`src/rtl/ppb_pkg.sv`:
```
package ppb_pkg;

  localparam int RotW  = 16;
  localparam int PtW   = 20;
  localparam int ProdW = RotW + PtW;
  localparam int CamW  = 38;
  localparam int FocW  = 16;
  localparam int MultW = FocW + 1 + CamW;
  localparam int NumW  = MultW + 2;
  localparam int DivW  = 60;
  localparam int CfgW  = 60;
  localparam int RowW  = 3 * RotW;
  localparam int TrW   = 3 * PtW;

  typedef enum logic [2:0] {
    REG_ROT_ROW0,
    REG_ROT_ROW1,
    REG_ROT_ROW2,
    REG_TRANSLATION,
    REG_FOCAL,
    REG_PRINCIPAL,
    REG_IMAGE_SIZE
  } cfg_reg_e;

  typedef enum logic [2:0] {
    BK_IDLE,
    BK_MUL,
    BK_SUM,
    BK_PREP,
    BK_DIV,
    BK_ACC
  } back_state_e;

  typedef struct packed {
    logic [RowW-1:0] rot0;
    logic [RowW-1:0] rot1;
    logic [RowW-1:0] rot2;
    logic [TrW-1:0]  trans;
  } xform_cfg_t;

  typedef struct packed {
    logic [FocW-1:0]        fx;
    logic [FocW-1:0]        fy;
    logic signed [FocW-1:0] cx;
    logic signed [FocW-1:0] cy;
  } lens_cfg_t;

  typedef struct packed {
    logic signed [CamW-1:0] xc;
    logic signed [CamW-1:0] yc;
    logic signed [CamW-1:0] zc;
    logic                   last;
  } cam_item_t;

endpackage

```
`src/rtl/ppb_fifo.sv`:
```
module ppb_fifo #(
  parameter int Width = 8
) (
  input  logic             clk_i,
  input  logic             rst_ni,
  input  logic             push_i,
  input  logic [Width-1:0] wdata_i,
  output logic             full_o,
  input  logic             pop_i,
  output logic             empty_o,
  output logic [Width-1:0] rdata_o
);
  import ppb_pkg::*;

  localparam int Depth = 4;
  localparam int PtrW  = $clog2(Depth);

  logic [Width-1:0] mem [Depth];
  logic [PtrW-1:0]  wr_q, rd_q;
  logic [PtrW:0]    cnt_q;
  logic [Width-1:0] rdata_q;

  assign full_o  = (cnt_q == (PtrW+1)'(Depth));
  assign empty_o = (cnt_q == '0);
  assign rdata_o = rdata_q;

  always_ff @(posedge clk_i or negedge rst_ni) begin
    if (!rst_ni) begin
      wr_q  <= '0;
      rd_q  <= '0;
      cnt_q <= '0;
    end else begin
      if (push_i) wr_q <= wr_q + 1'b1;
      if (pop_i)  rd_q <= rd_q + 1'b1;
      if (push_i && !pop_i)      cnt_q <= cnt_q + 1'b1;
      else if (!push_i && pop_i) cnt_q <= cnt_q - 1'b1;
    end
  end

  always_ff @(posedge clk_i) begin
    if (push_i) mem[wr_q] <= wdata_i;
    if (pop_i)  rdata_q   <= mem[rd_q];
  end

endmodule

```
`config.mk`:
```
export PLATFORM = sky130hd
export DESIGN_NAME = ppb_fifo
export DESIGN_NICKNAME = d
export VERILOG_FILES = /design/src/rtl/ppb_pkg.sv /design/src/rtl/ppb_fifo.sv
export SDC_FILE = /design/constraint.sdc
export NUM_CORES = 1
export LEC_CHECK = 0
export BUFFER_PORTS_ARGS = -buffer_cell sky130_fd_sc_hd__buf_2
export CAP_MARGIN = 20
export CORE_UTILIZATION = 40
export DETAILED_ROUTE_END_ITERATION = 6
export PLACE_DENSITY_LB_ADDON = 0.25
export SLEW_MARGIN = 20
export SYNTH_ARGS = -nofsm -noshare
export SYNTH_HDL_FRONTEND = slang
export SYNTH_SLANG_ARGS = --single-unit
```
`constraint.sdc`:
```
create_clock -name clk_i -period 3.47 [get_ports clk_i]
set_clock_uncertainty 0.15 [all_clocks]
set_input_delay 0.8675 -clock clk_i [delete_from_list [all_inputs] [get_ports clk_i]]
set_output_delay 0.8675 -clock clk_i [all_outputs]
set_load 0.05 [all_outputs]
```
==> metrics.yaml, run 1 <==
syn2layout_area_growth_pct: 13.02
clock.fmax_mhz: 442.7
synthSimpleGateAreaFrac_pct: 2.729
final_core_util_pct: 48.76
grt_pass1_wl_um: 4229
gp_congestion: 0.7099
synth_xor_area_share_pct: 2.939
syn_area_sq_um: 1788
yosysWarnings: 0
total_power_mw: 1.667
post-route-min-period_ps: 2259
synthMuxAreaShare_pct: 10.71
timing.final.crit_share_pct: 65.09
end_kind: "output pin"
rsz0062_at_grt: "false"
post_drt_wl_per_cell_um: 16.13
fin_nets: 128
register_area_sq_um: 1376
slew_headroom_pct: 60.33
cts_made_buffers: 5
dp.cells: 153
dpl_cell_area_sq_um: 1939
p_sw_mw: 0.5533
ant_nets: 0
outcome: "complete, no violations"
start_util_pct: 43.15
slew_violations: 0
dp_hpwl_um: 1704
worstSkewPairLatency_ps: 290
clk_pin_slew_ps: 80
timing.setup.tns_ps: 0
synth.distinct_cells: 17
comb_power_share_pct: 27.7
io_buffer_count: 21
synth_top_area_share_pct: 67.18
startpoint: "cnt_q[0]"
ctsResizeCount: 0
hold_ws_ps: 240.2
synth_top_family_by_area: "multiplexers"
worstPathMaxFanout: 4
clock-sinks: 47
postCtsSetupBuffers: 0
grt_usage_pct: 13.70
worst_pin_slew_ps: 595.0
synthAdderAreaFrac_pct: 4.619
synth_compound_area_share_pct: 0.2799
ys_seq_area_share_pct: 76.98
std_cell_rows: 23
vias: 807
layout-drive-gt1-share_pct: 32.43
layout_setup_ws_ps: 1211
grt_pass1_vias: 879
pin_count: 22
clock-root-buffer: "clkbuf_8"
p_int_mw: 1.114
cp_data_arrival_time_ps: 1240
powerDensity_nw_per_um2: 825.1
grt_overflow_total: 0
drc: 0
final_area_sq_um: 2021
r2r_setup_slack_ps: 1740
synthCells: 84
setup_viol: 0
leakage_nw: 0.7434
ys_ff_latch: 47
insertedDiodeCount: 0
drt_iter0_drc: 46
hold_class: "in -> async"
syn_nets: 102
die_area_sq_um: 4741
grt_max_degree: 14
core_sq_um: 4144
first_pass_iters: 3
peakVddDrop_uv: 430.5
wl_um: 2597
die_w_um: 68.86
cap_violations: 0
crit_type: "reg -> out"
final_cells: 161
htreeDepth: 2
pre_cts_slack_ps: 1028
synth_top_cell_by_area: "edfxtp_1"
die-height_um: 68.86
finalHoldViolCount: 0
antenna_found_initial: 0
cp.required_ps: 2450
sequentialPowerShare_pct: 53.8
syn_area_per_cell_sq_um: 21.29
p_clk_share_pct: 18.4
cts_tree: "yes"
fillers: 363
switching_share_pct: 33.19
synth_area_leaders: "edfxtp_1, mux4_2, dfrtp_1"
ctsHoldBuffers: 0
r2r-start: "rd_q[0]"
viasPerCell: 5.012
clock_path_buffers: 2
start_kind: "register"
multi_input_area_sq_um: 380.4
sequential cells by signal, summed over array words and instances, names as in the netlist:
name	cells
mem	32
rdata_o	8
cnt_q	3
rd_q	2
wr_q	2
worst max-delay path, stage by stage (launching register included):
cell and delay (ps):
dfrtp_1 440, nor3_1 220, buf_2 290
cell families (layout without fill, tap and decap cells):
group / Yosys count / in the layout
xor gates and xnor gates: 6 / 6
and+or+nand+nor: 9 / 9
muxes: 9 / 9
AOI/OAI and AO/OA: 1 / 1
DFF: 47 / 47
buffers and inverters: 6 / 33
adders and majority gates: 6 / 6
cells in the mapped netlist:
library cell,instances
nand2_1,2
buf_6,1
nor3_1,1
edfxtp_1,40
nor3b_1,1
inv_1,4
xnor2_1,2
ha_1,5
fa_1,1
mux4_2,8
o21ai_0,1
xor2_1,4
buf_2,1
nor2_1,1
mux2_2,1
dfrtp_1,7
and2_1,4
power by group through the flow:
stage / clock network, mW / registers, mW / logic [mW]
finish: 0.307 / 0.898 / 0.463
global route: 0.340 / 0.924 / 0.504
CTS: 0.315 / 0.903 / 0.472
detailed placement: 0 / 0.914 / 0.473
global placement: 0 / 0.908 / 0.458
floorplan: 0 / 0.967 / 0.308
placed cells by master, fill, tap and decap left out, types with 2 or more instances in the layout:
cell type,synthesis,layout
xor2_1,4,4
edfxtp_1,40,40
clkbuf_1,0,2
xnor2_1,2,2
mux4_2,8,8
dfrtp_1,7,7
ha_1,5,5
clkbuf_8,0,5
buf_2,1,21
inv_1,4,4
and2_1,4,4
nand2_1,2,2
layout make-up:
class	instances	share of cell area, %
tap	50	3.096
clock buffer	7	3.777
multi-input combinational	31	18.82
timing repair buffer	21	5.201
sequential	47	68.11
clock inverter	1	0.2477
inverter	4	0.7430
final timing paths:
check	to	cells after the start
setup / recovery	empty_o	2
hold / removal	cnt_q[1]	1
setup reg to reg	rdata_o[3]	1
hold reg to reg	cnt_q[2]	1
max in group asynchronous	wr_q[1]	1
min in group clk_i	cnt_q[2]	1
metal layers:
| metal | up-vias | routed length (um) | global-route usage (%) | share of wire (%) |
|---|---|---|---|---|
| met4 | 0 | 53 | 7.653 | 2.0 |
| li1 | 370 | - | - | - |
| met5 | - | 0 | 0 | 0 |
| met1 | 413 | 1142 | 16.34 | 44 |
| met2 | 17 | 1313 | 22.21 | 51 |
| met3 | 7 | 87 | 3.947 | 3.4 |
Note: power is estimated with default switching activity, not from simulation.
==> run 2, diff against run 1 <==
==> constraint.sdc (replaced) <==
create_clock -name clk_i -period 1.9 [get_ports clk_i]
set_clock_uncertainty 0.15 [all_clocks]
set_input_delay 0.475 -clock clk_i [delete_from_list [all_inputs] [get_ports clk_i]]
set_output_delay 0.475 -clock clk_i [all_outputs]
set_load 0.05 [all_outputs]
==> metrics.yaml, run 2 (same netlist as run 1, synthesis figures left out) <==
start_kind: "register"
m1WireLength_um: 1189  # +4.1%
cpPeakStageDelay_ps: 450  # about the same
worstPathMaxFanout: 4  # unchanged
ff2ff_path_depth: 4  # +3
cts_made_buffers: 5  # unchanged
cap_violations: 0  # unchanged
finalHoldViolCount: 0  # unchanged
largest_reg_flops: 32  # unchanged
final_area_sq_um: 2145  # +6.1%
critPathSlowestCell: "dfrtp_1"
core_sq_um: 4144  # unchanged
syn2layout_area_growth_pct: 19.94
worstReg2RegEnd: "mem[2][0]"
clk_pin_slew_ps: 80  # about the same
r2r-start: "wr_q[0]"
powerDensity_nw_per_um2: 1540  # +87%
dp_hpwl_um: 2010  # +18%
path_cells: "nor3_2 -> buf_2"
viasPerCell: 4.855  # -3.1%
start_util_pct: 43.15  # unchanged
std_cell_rows: 23  # unchanged
multi_input_area_sq_um: 390.4  # +2.6%
pre_cts_slack_ps: -8.397  # -1036 ps
dp.cells: 163  # +6.5%
insertedDiodeCount: 0  # unchanged
layout_commonest_cell: "edfxtp_1"
outcome: "complete, no violations"
hold_class: "in -> reg"
post-route-min-period_ps: 1829
final_cells: 172  # +6.8%
htreeDepth: 2  # unchanged
layout_setup_ws_ps: 70.92  # -1140 ps
gp_congestion: 0.6615  # -6.8%
dpl_cell_area_sq_um: 2024  # +4.4%
die_area_sq_um: 4741  # unchanged
rsz0062_at_grt: "false"
vias: 835  # +3.5%
worstSkewPairLatency_ps: 290  # about the same
timing.final.crit_share_pct: 96.27
worst_pin_slew_ps: 469.7  # -125.2 ps
drc: 0  # unchanged
clock.fmax_mhz: 546.7
first_pass_iters: 4  # +1
pin_count: 22  # unchanged
grt_max_degree: 15  # +1
holdPathEnd: "mem[1][6]"
grt_overflow_total: 0  # unchanged
clock_path_buffers: 2  # unchanged
io_buffer_count: 21  # unchanged
layout-drive-gt1-share_pct: 40.16  # +7.7 points
wl_met2_um: 1396  # +6.3%
cp_data_arrival_time_ps: 1200  # -40 ps
grt_usage_pct: 14.10  # +0.40 points
slew_headroom_pct: 68.68  # +8.3 points
drt_iter0_drc: 45  # -2.2%
clock-root-buffer: "clkbuf_8"
slew_violations: 0  # unchanged
wl_met3_um: 133  # +53%
die_w_um: 68.86  # unchanged
crit_type: "reg -> out"
hold_ws_ps: 238.9  # -1.302 ps
end_kind: "output pin"
post_drt_wl_per_cell_um: 16.08  # -0.34%
cp.required_ps: 1270  # -1180 ps
die-height_um: 68.86  # unchanged
top_layer_used: "met4"
grt_pass1_wl_um: 4416  # +4.4%
r2r_setup_slack_ps: 330  # -1410 ps
register_area_sq_um: 1376  # unchanged
fin_nets: 139  # +8.6%
leakage_nw: 0.8151  # +9.6%
setup_viol: 0  # unchanged
hp-start: "wdata_i[6]"
peakVddDrop_uv: 538.4  # +25%
wl_um: 2765  # +6.5%
grt_pass1_vias: 884  # +0.57%
worstHoldPathCells: 1
fillers: 356  # -1.9%
clock-sinks: 47  # unchanged
antenna_found_initial: 0  # unchanged
postCtsSetupBuffers: 0  # unchanged
cts_tree: "yes"
top_register: "mem"
layout_common_cells: "edfxtp_1, buf_2, buf_4"
ant_nets: 0  # unchanged
-- run 2: changes by cell type in the layout (fill, tap and decap cells not counted), sizes merged --
cell / change
clkbuf: -2
dlygate4sd3: +1
buf: +10
clkinv: +1
bufinv: +1
-- run 2: stage by stage --
stage               util, %  setup TNS, ps  total power, mW
finish                51.75              0            3.302
global placement      48.85              0            2.609
detailed placement    48.85         -8.397            2.645
floorplan                 -              0            2.344
global route          51.75              0            3.502
CTS                   51.69              0            3.339
-- run 2: cell type report --
cell class / count / area share (%)
flip-flops and latches: 47 / 64.18
multi-input cells: 31 / 18.20
repair buffers: 32 / 8.985
clock buffers: 5 / 3.209
well taps: 50 / 2.917
clock inverters: 3 / 1.809
inverters: 4 / 0.7001
-- run 2: timing repair --
action | CTS | global route
resized for setup | 0 | 2
endpoints found under the hold margin | 7 | 0
hold buffers | 1 | 0
setup endpoints to repair | 0 | 1
-- run 2: report_power, final --
part | internal, mW | switching (mW) | total, mW
Combinational | 0.429 | 0.578 | 1.01
Sequential | 1.43 | 0.162 | 1.60
Clock | 0.385 | 0.314 | 0.699
Total | 2.25 | 1.05 | 3.30
-- run 2: critical path: cells and delay by family, from the launching register on --
family	cells	cell delay [ps]
and+or+nand+nor	1	180
DFF	1	450
buffers and inverters	1	280
-- run 2: per-layer routing --
layer	up-vias	global-route usage (%)
met5	-	0
met4	0	5.357
met3	6	6.086
met2	17	22.45
met1	422	16.90
li1	390	-
-- run 2: worst max path at each step --
stage / startpoint / endpoint / slack (ps) / cells after the start
2_1_floorplan: cnt_q[0] / full_o / 150 / 1
3_3_place_gp: pop_i / cnt_q[2] / 4 / 8
3_5_place_dp: pop_i / cnt_q[2] / -8 / 8
4_1_cts: cnt_q[0] / full_o / 40 / 2
5_1_grt: cnt_q[0] / empty_o / 20 / 2
6_report: cnt_q[0] / empty_o / 70 / 2
==> run 3, diff against run 2 <==
--- a/config.mk
+++ b/config.mk
@@ -7,6 +7,7 @@
 export LEC_CHECK = 0
 export BUFFER_PORTS_ARGS = -buffer_cell sky130_fd_sc_hd__buf_2
 export CAP_MARGIN = 20
+export CORE_ASPECT_RATIO = 1.1
 export CORE_UTILIZATION = 40
 export DETAILED_ROUTE_END_ITERATION = 6
 export PLACE_DENSITY_LB_ADDON = 0.25
==> constraint.sdc (replaced) <==
create_clock -name clk_i -period 1.6 [get_ports clk_i]
set_clock_uncertainty 0.15 [all_clocks]
set_input_delay 0.4 -clock clk_i [delete_from_list [all_inputs] [get_ports clk_i]]
set_output_delay 0.4 -clock clk_i [all_outputs]
set_load 0.05 [all_outputs]
==> metrics.yaml, run 3 (same netlist as run 1, synthesis figures left out) <==
outcome: "finished, violations left"
violations: "setup timing"
io_buffer_count: 21  # unchanged
layout_commonest_cell: "edfxtp_1"
wl_um: 2826  # +2.2%
critPathSlowestCell: "dfrtp_2"
cp_data_arrival_time_ps: 1140  # -60 ps
hold_ws_ps: 157.0  # -81.94 ps
final_cells: 180  # +4.7%
cap_violations: 0  # unchanged
timing.setup.tns_ps: -185.4  # -185.4 ps
clock-root-buffer: "clkbuf_8"
drt_iter0_drc: 30  # -33%
clock-sinks: 47  # unchanged
htreeDepth: 2  # unchanged
top_register: "mem"
final_area_sq_um: 2181  # +1.7%
ant_nets: 0  # unchanged
std_cell_rows: 25  # +8.7%
cts_made_buffers: 5  # unchanged
viasPerCell: 4.750  # -2.2%
cpPeakStageDelay_ps: 450  # about the same
grt_pass1_vias: 948  # +7.2%
antenna_found_initial: 0  # unchanged
finalHoldViolCount: 0  # unchanged
drc: 0  # unchanged
gp_congestion: 0.7368  # +11%
layout_common_cells: "edfxtp_1, buf_2, buf_4"
dp.cells: 170  # +4.3%
pin_count: 22  # unchanged
grt_usage_pct: 14.52  # +0.42 points
hold_class: "in -> reg"
post-route-min-period_ps: 1690
fin_nets: 143  # +2.9%
clk_pin_slew_ps: 100  # +20 ps
dp_hpwl_um: 2006  # -0.17%
end_kind: "output pin"
syn2layout_area_growth_pct: 21.97
powerDensity_nw_per_um2: 1789  # +16%
cts_tree: "yes"
clock.fmax_mhz: 591.9
rsz0062_at_grt: "true"
pre_cts_slack_ps: -276.1  # -267.7 ps
first_pass_iters: 4  # unchanged
die_area_sq_um: 4742  # about the same
post_drt_wl_per_cell_um: 15.70  # -2.3%
multi_input_area_sq_um: 390.4  # unchanged
worstPathMaxFanout: 4  # unchanged
largest_reg_flops: 32  # unchanged
grt_max_degree: 18  # +3
start_kind: "register"
slew_violations: 0  # unchanged
worst_pin_slew_ps: 444.4  # -25.37 ps
insertedDiodeCount: 0  # unchanged
slew_headroom_pct: 70.37  # +1.7 points
final_core_util_pct: 50.89  # -0.86 points
layout-drive-gt1-share_pct: 44.44  # +4.3 points
layout_setup_ws_ps: -89.54  # -160.5 ps
crit_type: "reg -> out"
timing.final.crit_share_pct: 105.6
grt_pass1_wl_um: 4678  # +5.9%
die_w_um: 65.75  # -4.5%
peakVddDrop_uv: 552.6  # +2.6%
setup_viol: 3  # +3
die-height_um: 72.12  # +4.7%
dpl_cell_area_sq_um: 2052  # +1.4%
core_sq_um: 4285  # +3.4%
fillers: 352  # -1.1%
vias: 855  # +2.4%
cp.required_ps: 1050  # -220 ps
start_util_pct: 41.72  # -1.4 points
grt_overflow_total: 0  # unchanged
clock_path_buffers: 2  # unchanged
total_power_mw: 3.902  # +18%
worstSkewPairLatency_ps: 300  # about the same
leakage_nw: 0.8263  # +1.4%
register_area_sq_um: 1379  # +0.18%
path_cells: "nor3b_2 -> buf_6"
[run 3: cell types whose count changed in the layout (fill, tap and decap cells not counted), sizes merged]
cell      previous run  this run
buf                 31        35
bufinv               1         0
clkinv               2         0
clkinvlp             0         1
inv                  4         6
[run 3: where the power goes]
group	internal [mW]	switching (mW)
Sequential	1.71	0.185
Combinational	0.559	0.711
Clock	0.323	0.417
[run 3: timing repair]
item	CTS	global route
hold endpoints to repair	7	0
resized for setup	5	1
pin swaps	0	1
setup buffers	1	0
gates cloned	0	0
endpoints found under the setup margin	3	3
hold buffers	1	0
[run 3: worst max-delay path, delay by kind of cell, from the launching register on]
family	cells	cell delay, ps
buffers and inverters	1	180
flip-flops	1	450
AND/OR/NAND/NOR	1	210
[run 3: path summary, 6_finish.rpt]
check	startpoint	end	slack, ps	depth (start not counted)
worst max-delay path	cnt_q[0]	full_o	-90	2
min in group asynchronous	rst_ni	cnt_q[2]	350	2
max in group asynchronous	rst_ni	cnt_q[0]	770	2
worst max register to register	cnt_q[0]	cnt_q[2]	-10	4
worst min-delay path	wdata_i[2]	mem[1][2]	160	1
worst min register to register	cnt_q[2]	cnt_q[2]	390	1
[run 3: layer usage]
| metal | routed length (um) | share of wire (%) | track usage (%) | vias up |
|---|---|---|---|---|
| met1 | 1129 | 40 | 17.15 | 425 |
| met5 | 0 | 0 | 0 | - |
| met3 | 134 | 4.7 | 5.031 | 7 |
| met4 | 66 | 2.3 | 7.488 | 0 |
| met2 | 1495 | 53 | 23.36 | 21 |
| li1 | - | - | - | 402 |
[run 3: cell type report]
cell class	count	share of cell area, %
clock inverter	3	1.262
inverter	4	0.6885
multi-input combinational	31	17.90
timing repair buffer	36	10.67
clock buffer	5	3.155
sequential	47	63.22
tap	54	3.098
